<file path="src/hdl/acsfd_pkg.sv">
// ----------------------------------------------------------------------------
// acsfd_pkg
// Types, constants and code tables of the status frame deframer.
// ----------------------------------------------------------------------------
package acsfd_pkg;

  localparam int MAX_FRAME  = 64;
  localparam int POS_W      = $clog2(MAX_FRAME + 1);
  localparam int TOT_W      = 9;
  localparam int LEN_W      = 7;
  localparam int CAP_N      = 8;
  localparam int HDR_TRAIL  = 6;
  localparam int LEN_POS    = 4;
  localparam int SHORT_LEN  = 8;
  localparam int OUT_W      = 46;
  localparam int TDATA_W    = ((OUT_W + 7) / 8) * 8;

  // frame length must exceed these to carry the named bytes
  localparam int LEN_SENSOR = 19;
  localparam int LEN_QUIET  = 33;
  localparam int LEN_GENTLE = 50;
  localparam int LEN_LOUVER = 52;

  localparam logic [7:0] SYNC_BYTE   = 8'hBB;
  localparam logic [7:0] MODE_MASK   = 8'h3F;
  localparam logic [7:0] MODE_FORCE  = 8'h20;
  localparam logic [7:0] TARGET_MASK = 8'h0F;
  localparam logic [7:0] QUIET_MASK  = 8'h80;
  localparam logic [7:0] FAN_MASK    = 8'hF0;
  localparam logic [4:0] TARGET_BASE = 5'd16;
  localparam logic [4:0] TARGET_RST  = 5'd24;

  localparam int SLOT_POS [CAP_N] = '{7, 8, 17, 18, 33, 50, 51, 52};

  typedef enum logic [1:0] {
    FS_GOOD    = 2'd0,
    FS_BAD_SUM = 2'd1,
    FS_SHORT   = 2'd2
  } frame_status_e;

  typedef enum logic [2:0] {
    MODE_OFF       = 3'd0,
    MODE_HEAT_COOL = 3'd1,
    MODE_COOL      = 3'd2,
    MODE_DRY       = 3'd3,
    MODE_FAN_ONLY  = 3'd4,
    MODE_HEAT      = 3'd5
  } mode_e;

  typedef enum logic [2:0] {
    FAN_AUTO    = 3'd0,
    FAN_LOW     = 3'd1,
    FAN_MEDIUM  = 3'd2,
    FAN_MIDDLE  = 3'd3,
    FAN_FOCUS   = 3'd4,
    FAN_HIGH    = 3'd5,
    FAN_QUIET   = 3'd6,
    FAN_DIFFUSE = 3'd7
  } fan_e;

  localparam logic [7:0] MCODE_HEAT_COOL = 8'h35;
  localparam logic [7:0] MCODE_COOL      = 8'h31;
  localparam logic [7:0] MCODE_DRY       = 8'h33;
  localparam logic [7:0] MCODE_FAN_ONLY  = 8'h32;
  localparam logic [7:0] MCODE_HEAT      = 8'h34;

  localparam logic [7:0] FCODE_LOW    = 8'h90;
  localparam logic [7:0] FCODE_MEDIUM = 8'hA0;
  localparam logic [7:0] FCODE_MIDDLE = 8'hC0;
  localparam logic [7:0] FCODE_FOCUS  = 8'hB0;
  localparam logic [7:0] FCODE_HIGH   = 8'hD0;

  typedef logic [CAP_N-1:0][7:0] cap_t;

  typedef struct packed {
    logic [3:0]  horiz;
    logic [3:0]  vert;
    logic        gentle;
    logic [15:0] raw;
    logic [4:0]  target;
    fan_e        fan;
    mode_e       mode;
  } status_t;

  typedef struct packed {
    logic [3:0]       horiz;
    logic [3:0]       vert;
    logic             gentle;
    logic [15:0]      raw;
    logic [4:0]       target;
    fan_e             fan;
    mode_e            mode;
    logic             power;
    logic [LEN_W-1:0] length;
    frame_status_e    status;
  } result_t;

  function automatic logic [3:0] vert_code(input logic [7:0] c);
    logic [3:0] r;
    unique case (c)
      8'h01:   r = 4'd4;
      8'h02:   r = 4'd5;
      8'h03:   r = 4'd6;
      8'h04:   r = 4'd7;
      8'h05:   r = 4'd8;
      8'h08:   r = 4'd1;
      8'h10:   r = 4'd2;
      8'h18:   r = 4'd3;
      default: r = 4'd0;
    endcase
    return r;
  endfunction

  function automatic logic [3:0] horiz_code(input logic [7:0] c);
    logic [3:0] r;
    unique case (c)
      8'h01:   r = 4'd5;
      8'h02:   r = 4'd6;
      8'h03:   r = 4'd7;
      8'h04:   r = 4'd8;
      8'h05:   r = 4'd9;
      8'h08:   r = 4'd1;
      8'h10:   r = 4'd2;
      8'h18:   r = 4'd3;
      8'h20:   r = 4'd4;
      default: r = 4'd0;
    endcase
    return r;
  endfunction

endpackage

</file>
<file path="src/hdl/acsfd_decode.sv">
// ----------------------------------------------------------------------------
// acsfd_decode
// Turns the captured bytes of a good frame into the updated unit status.
// ----------------------------------------------------------------------------
module acsfd_decode (
  input  acsfd_pkg::cap_t                  cap_i,
  input  logic [acsfd_pkg::POS_W-1:0]      len_i,
  input  acsfd_pkg::status_t               prev_i,
  output acsfd_pkg::status_t               next_o
);

  logic [7:0] b7;
  logic [7:0] b8;
  logic [7:0] mcode;

  assign b7    = cap_i[0];
  assign b8    = cap_i[1];
  assign mcode = (b7 & acsfd_pkg::MODE_MASK) | acsfd_pkg::MODE_FORCE;

  always_comb begin
    next_o = prev_i;
    if (len_i > acsfd_pkg::POS_W'(acsfd_pkg::LEN_SENSOR)) begin
      next_o.target = 5'(b8 & acsfd_pkg::TARGET_MASK) + acsfd_pkg::TARGET_BASE;
      next_o.raw    = {cap_i[2], cap_i[3]};
    end
    if (!b7[4]) begin
      next_o.mode = acsfd_pkg::MODE_OFF;
    end else begin
      unique case (mcode)
        acsfd_pkg::MCODE_COOL:     next_o.mode = acsfd_pkg::MODE_COOL;
        acsfd_pkg::MCODE_DRY:      next_o.mode = acsfd_pkg::MODE_DRY;
        acsfd_pkg::MCODE_FAN_ONLY: next_o.mode = acsfd_pkg::MODE_FAN_ONLY;
        acsfd_pkg::MCODE_HEAT:     next_o.mode = acsfd_pkg::MODE_HEAT;
        default:                   next_o.mode = acsfd_pkg::MODE_HEAT_COOL;
      endcase
      if (len_i > acsfd_pkg::POS_W'(acsfd_pkg::LEN_QUIET) &&
          (cap_i[4] & acsfd_pkg::QUIET_MASK) != '0) begin
        next_o.fan = acsfd_pkg::FAN_QUIET;
      end else if ((b7 & acsfd_pkg::QUIET_MASK) != '0) begin
        next_o.fan = acsfd_pkg::FAN_DIFFUSE;
      end else begin
        unique case (b8 & acsfd_pkg::FAN_MASK)
          acsfd_pkg::FCODE_LOW:    next_o.fan = acsfd_pkg::FAN_LOW;
          acsfd_pkg::FCODE_MEDIUM: next_o.fan = acsfd_pkg::FAN_MEDIUM;
          acsfd_pkg::FCODE_MIDDLE: next_o.fan = acsfd_pkg::FAN_MIDDLE;
          acsfd_pkg::FCODE_FOCUS:  next_o.fan = acsfd_pkg::FAN_FOCUS;
          acsfd_pkg::FCODE_HIGH:   next_o.fan = acsfd_pkg::FAN_HIGH;
          default:                 next_o.fan = acsfd_pkg::FAN_AUTO;
        endcase
      end
    end
    if (len_i > acsfd_pkg::POS_W'(acsfd_pkg::LEN_GENTLE)) begin
      next_o.gentle = cap_i[5][5];
    end
    if (len_i > acsfd_pkg::POS_W'(acsfd_pkg::LEN_LOUVER)) begin
      next_o.vert  = acsfd_pkg::vert_code(cap_i[6]);
      next_o.horiz = acsfd_pkg::horiz_code(cap_i[7]);
    end
  end

endmodule

</file>
<file path="src/hdl/ac_status_frame_deframer_unit.sv">
// ----------------------------------------------------------------------------
// ac_status_frame_deframer_unit
// Deframes status frames from a byte stream and reports the decoded status.
// ----------------------------------------------------------------------------
// Takes one received byte per clock. A byte is accepted whenever the result
// register is empty or being drained, so a stream runs at one byte per cycle.
// The frame position, checksum and captured bytes update in the cycle a byte
// is accepted; the result for a frame is registered into the output register
// when its final byte is accepted and holds until taken. Oversized frames and
// bytes between frames produce no result.
module ac_status_frame_deframer_unit (
  input  logic                            clk_i,
  input  logic                            rst_ni,
  input  logic                            s_axis_tvalid_i,
  output logic                            s_axis_tready_o,
  input  logic [7:0]                      s_axis_tdata_i,   // [7:0] rx_byte
  output logic                            m_axis_tvalid_o,
  input  logic                            m_axis_tready_i,
  // frame_status, frame_length, unit_power, run_mode, fan_setting,
  // target_celsius, raw_sensor, gentle_wind, vertical_louver,
  // horizontal_louver, zero fill
  output logic [acsfd_pkg::TDATA_W-1:0]   m_axis_tdata_o
);

  localparam int PW = acsfd_pkg::POS_W;
  localparam int TW = acsfd_pkg::TOT_W;

  logic [PW-1:0]       pos_q, pos_d;
  logic [PW-1:0]       exp_q, exp_d;
  logic [7:0]          xor_q, xor_d;
  acsfd_pkg::cap_t     cap_q, cap_d;
  acsfd_pkg::status_t  cur_q, cur_d, dec;
  acsfd_pkg::result_t  out_q, out_d;
  logic                m_valid_q, m_valid_d;

  logic                acc;
  logic                hunting;
  logic [PW-1:0]       pos_inc;
  logic [TW-1:0]       tot;
  logic                too_long;
  logic                done;
  logic [7:0]          xor_n;
  logic [7:0]          rx;

  assign rx              = s_axis_tdata_i;
  assign s_axis_tready_o = !m_valid_q || m_axis_tready_i;
  assign acc             = s_axis_tvalid_i && s_axis_tready_o;
  assign hunting         = (pos_q == '0);
  assign pos_inc         = pos_q + PW'(1);
  assign tot             = TW'(rx) + TW'(acsfd_pkg::HDR_TRAIL);
  assign too_long        = tot > TW'(acsfd_pkg::MAX_FRAME);
  assign xor_n           = xor_q ^ rx;
  assign done            = !hunting && (exp_q != '0) && (pos_inc >= exp_q);

  always_comb begin
    for (int k = 0; k < acsfd_pkg::CAP_N; k++) begin
      cap_d[k] = (pos_q == PW'(acsfd_pkg::SLOT_POS[k])) ? rx : cap_q[k];
    end
  end

  acsfd_decode u_decode (
    .cap_i  (cap_d),
    .len_i  (exp_q),
    .prev_i (cur_q),
    .next_o (dec)
  );

  always_comb begin
    pos_d     = pos_q;
    exp_d     = exp_q;
    xor_d     = xor_q;
    cur_d     = cur_q;
    m_valid_d = m_valid_q && !m_axis_tready_i;
    out_d     = out_q;
    out_d.status = acsfd_pkg::FS_GOOD;
    if (exp_q < PW'(acsfd_pkg::SHORT_LEN)) begin
      out_d.status = acsfd_pkg::FS_SHORT;
    end else if (xor_n != '0) begin
      out_d.status = acsfd_pkg::FS_BAD_SUM;
    end else begin
      cur_d = dec;
    end
    out_d.length = acsfd_pkg::LEN_W'(exp_q);
    out_d.power  = (cur_d.mode != acsfd_pkg::MODE_OFF);
    out_d.mode   = cur_d.mode;
    out_d.fan    = cur_d.fan;
    out_d.target = cur_d.target;
    out_d.raw    = cur_d.raw;
    out_d.gentle = cur_d.gentle;
    out_d.vert   = cur_d.vert;
    out_d.horiz  = cur_d.horiz;
    if (!(acc && done)) begin
      cur_d = cur_q;
    end
    if (acc) begin
      if (hunting) begin
        if (rx == acsfd_pkg::SYNC_BYTE) begin
          pos_d = PW'(1);
          xor_d = rx;
        end
      end else if (pos_q == PW'(acsfd_pkg::LEN_POS) && too_long) begin
        pos_d = '0;
        exp_d = '0;
        xor_d = '0;
      end else if (done) begin
        pos_d     = '0;
        exp_d     = '0;
        xor_d     = '0;
        m_valid_d = 1'b1;
      end else begin
        pos_d = pos_inc;
        xor_d = xor_n;
        if (pos_q == PW'(acsfd_pkg::LEN_POS)) begin
          exp_d = PW'(tot);
        end
      end
    end
  end

  always_ff @(posedge clk_i or negedge rst_ni) begin
    if (!rst_ni) begin
      pos_q        <= '0;
      exp_q        <= '0;
      xor_q        <= '0;
      m_valid_q    <= 1'b0;
      cur_q.mode   <= acsfd_pkg::MODE_OFF;
      cur_q.fan    <= acsfd_pkg::FAN_AUTO;
      cur_q.target <= acsfd_pkg::TARGET_RST;
      cur_q.raw    <= '0;
      cur_q.gentle <= 1'b0;
      cur_q.vert   <= '0;
      cur_q.horiz  <= '0;
    end else begin
      pos_q     <= pos_d;
      exp_q     <= exp_d;
      xor_q     <= xor_d;
      m_valid_q <= m_valid_d;
      cur_q     <= cur_d;
    end
  end

  always_ff @(posedge clk_i) begin
    if (acc) begin
      cap_q <= cap_d;
    end
    if (acc && done) begin
      out_q <= out_d;
    end
  end

  assign m_axis_tvalid_o = m_valid_q;
  assign m_axis_tdata_o  = {(acsfd_pkg::TDATA_W - acsfd_pkg::OUT_W)'(0), out_q};

endmodule

</file>
<file path="config.mk">
export PLATFORM = sky130hd
export DESIGN_NAME = ac_status_frame_deframer_unit
export DESIGN_NICKNAME = d
export VERILOG_FILES = /design/src/hdl/acsfd_pkg.sv /design/src/hdl/acsfd_decode.sv /design/src/hdl/ac_status_frame_deframer_unit.sv
export SDC_FILE = /design/constraint.sdc
export NUM_CORES = 1
export LEC_CHECK = 0
export ABC_AREA = 1
export BUFFER_PORTS_ARGS = -buffer_cell sky130_fd_sc_hd__buf_2
export CORE_UTILIZATION = 59
export CTS_CLUSTER_SIZE = 25
export DETAILED_ROUTE_END_ITERATION = 10
export GPL_TIMING_DRIVEN = 0
export PLACE_DENSITY = 0.83
export SLEW_MARGIN = 20
export SYNTH_ARGS = -nofsm -noshare
export SYNTH_HDL_FRONTEND = slang
export SYNTH_HIERARCHICAL = 1
export SYNTH_SLANG_ARGS = --single-unit
</file>
<file path="constraint.sdc">
create_clock -name clk_i -period 9.51 [get_ports clk_i]
set_input_delay 0.951 -clock clk_i [delete_from_list [all_inputs] [get_ports clk_i]]
set_output_delay 0.951 -clock clk_i [all_outputs]
set_load 0.01 [all_outputs]
</file>
==> impl_metrics.py <==
metrics = {
    "run_status": {
        "status": "complete, no violations",
    },
    "sta": {
        "relSlewSlack_pct": 49.7,
        "fin_tns_setup_ps": 0,
        "grt_setup_unrepaired": "false",
        "setup_viol": 0,
        "fin_skew_ps": 14.3,
        "period_share_pct": 35.1,
        "period_needed_ps": 3340,
        "hold_viol": 0,
        "fmax_mhz": 299,
        "slew_violations": 0,
        "max_slew.worst_pin.slew_ps": 747,
    },
    "final_layout": {
        "fin_nets": 1073,
        "final_cell_mix": "375 x nand2_1, 102 x inv_1, 94 x edfxtp_1",
        "layout_commonest_cell": "nand2_1",
        "syn_to_final_growth_pct": 14.0,
        "final_util_pct": 68.7,
        "fillers": 1022,
        "finalInstanceArea_mm2": 0.00906,
        "drive_gt1_share_pct": 13.1,
    },
    "clock_network": {
        "postCtsHoldBufs": 0,
        "cts.clk_slew.worst_paths_ps": 70,
        "cts.path.max_buffers": 2,
        "ctsHtreeMaxLevel": 4,
        "ctsResizeCount": 0,
        "clock_latency_ps": 440,
        "clkSinkCount": 153,
        "numCtsBuffers": 17,
        "tritoncts": "built",
        "postCtsSetupBuffers": 0,
        "cts-root-buf": "clkbuf_16",
    },
    "global_route": {
        "antenna_found_initial": 0,
        "overflow": 0,
        "grt_pass1_wl_um": 30400,
        "grt_usage_pct": 28.4,
        "grt_pass1_vias": 6173,
        "grt_max_degree": 56,
    },
    "yosys": {
        "syn_inst": 970,
        "synth_area_per_cell_um2": 8.19,
        "ys_warn_count": 6,
        "syn-cell-area_mm2": 0.00795,
    },
    "floorplan": {
        "coreArea_mm2": 0.0132,
        "chipWidth_um": 118,
        "fp.dieH_um": 118,
        "io_pins": 62,
        "rows": 42,
        "die-area_mm2": 0.0139,
        "initial_core_util_pct": 60.2,
    },
    "routing": {
        "wl_per_cell_um": 14.8,
        "drt_pass1_iterations": 5,
        "drcViolationCount": 0,
        "ant_nets": 0,
        "routed_wl_um": 18400,
        "drtIter0Drc": 724,
        "via_per_inst": 5.36,
        "vias": 6644,
    },
    "power": {
        "p_leak_nw": 4.33,
        "irDropWorstVdd_mv": 0.143,
        "power_density_mw_per_mm2": 292,
    },
    "setup_path": {
        "critPathMaxFanout": 55,
        "path_cells": "ha_1 > nand3_1 > nor2_1 > xor2_1 > ha_1 > nand2_1 > o21a_1 > nand3_1 > nand2_2 > nor2_2 > buf_4 > buf_4",
        "path_class": "flop to flop",
        "required_ps": 9570,
        "crit_path_max_incr_delay_ps": 600,
        "start_kind": "flop",
        "crit_arrival_ps": 3400,
        "end_kind": "flop",
        "crit_slowest_cell": "buf_4",
    },
    "flow_run": {
        "drv_cap": 0,
    },
    "place": {
        "dpl.hpwl_um": 12400,
        "gp_congestion": 0.913,
        "placed_cell_area_mm2": 0.00851,
        "io_buffers": 57,
    },
    "worst_hold_path": {
        "hp-class": "primary input to async pin",
    },
}
## power by group
part           switching, W  internal (W)  leakage (nW)  total [W]
sequential        0.0000857      0.000919          1.68    0.00100
clock              0.000261      0.000377         0.278   0.000638
combinational      0.000692      0.000315          2.37    0.00101
## critical path, delay by kind of cell, from the launching register on
kind | cells | cell delay [ps]
adder cells (fa/ha/maj) | 2 | 600
AO/OA/AOI/OAI | 1 | 180
flip-flops | 1 | 450
AND/OR/NAND/NOR | 6 | 790
buffers and inverters | 2 | 820
XOR/XNOR | 1 | 90
## final timing paths
| check | end | startpoint | cells past startpoint | slack (ps) |
|---|---|---|---|---|
| min | exp_q[1] | rst_ni | 1 | 400 |
| min reg2reg | cur_q[10] | cur_q[10] | 2 | 480 |
| max reg2reg | m_axis_tdata_o[13] | pos_q[0] | 12 | 6170 |
| min in group clk_i | cur_q[10] | cur_q[10] | 2 | 480 |
| max | m_axis_tdata_o[13] | pos_q[0] | 12 | 6170 |
| max in group asynchronous | cur_q[9] | rst_ni | 2 | 8520 |
## layer usage
metal / routed length [um] / vias to the layer above / part of all wire (%) / global-route usage [%]
li1: - / 3267 / - / -
met1: 7900 / 3085 / 43 / 37.4
met2: 8850 / 260 / 48 / 45.8
met3: 1340 / 32 / 7.3 / 6.88
met4: 283 / 0 / 1.5 / 10.2
met5: 0 / - / 0 / 0
## metrics by stage
stage	worst slack, ps	total power [W]	hold WS, ps	cells
floorplan	6470	0.00171	449	971
CTS	6190	0.00264	400	1238
finish	6170	0.00265	398	1239
global route	5890	0.00282	405	1238
detailed placement	6210	0.00200	472	1206
global placement	5840	0.00197	462	1204
## sequential cells by signal, summed over array words and instances, names as in the netlist
signal and cells:
exp_q 7, xor_q 8, cur_q 36, cap_q 48
pos_q 7, m_axis_tdata_o 46, m_axis_tvalid_o 1
## layout make-up
| type | count | area (um^2) | area share [%] |
|---|---|---|---|
| diodes | 1 | 2.50 | 0.0276 |
| flip-flops and latches | 153 | 4300 | 47.5 |
| clock inverters | 9 | 72.6 | 0.801 |
| inverters | 108 | 405 | 4.47 |
| plain buffers | 40 | 223 | 2.46 |
| clock buffers | 23 | 478 | 5.28 |
| repair buffers | 59 | 335 | 3.70 |
| well taps | 176 | 220 | 2.43 |
| multi-input cells | 670 | 3020 | 33.4 |
No activity file was read; power rests on OpenSTA's default activity.
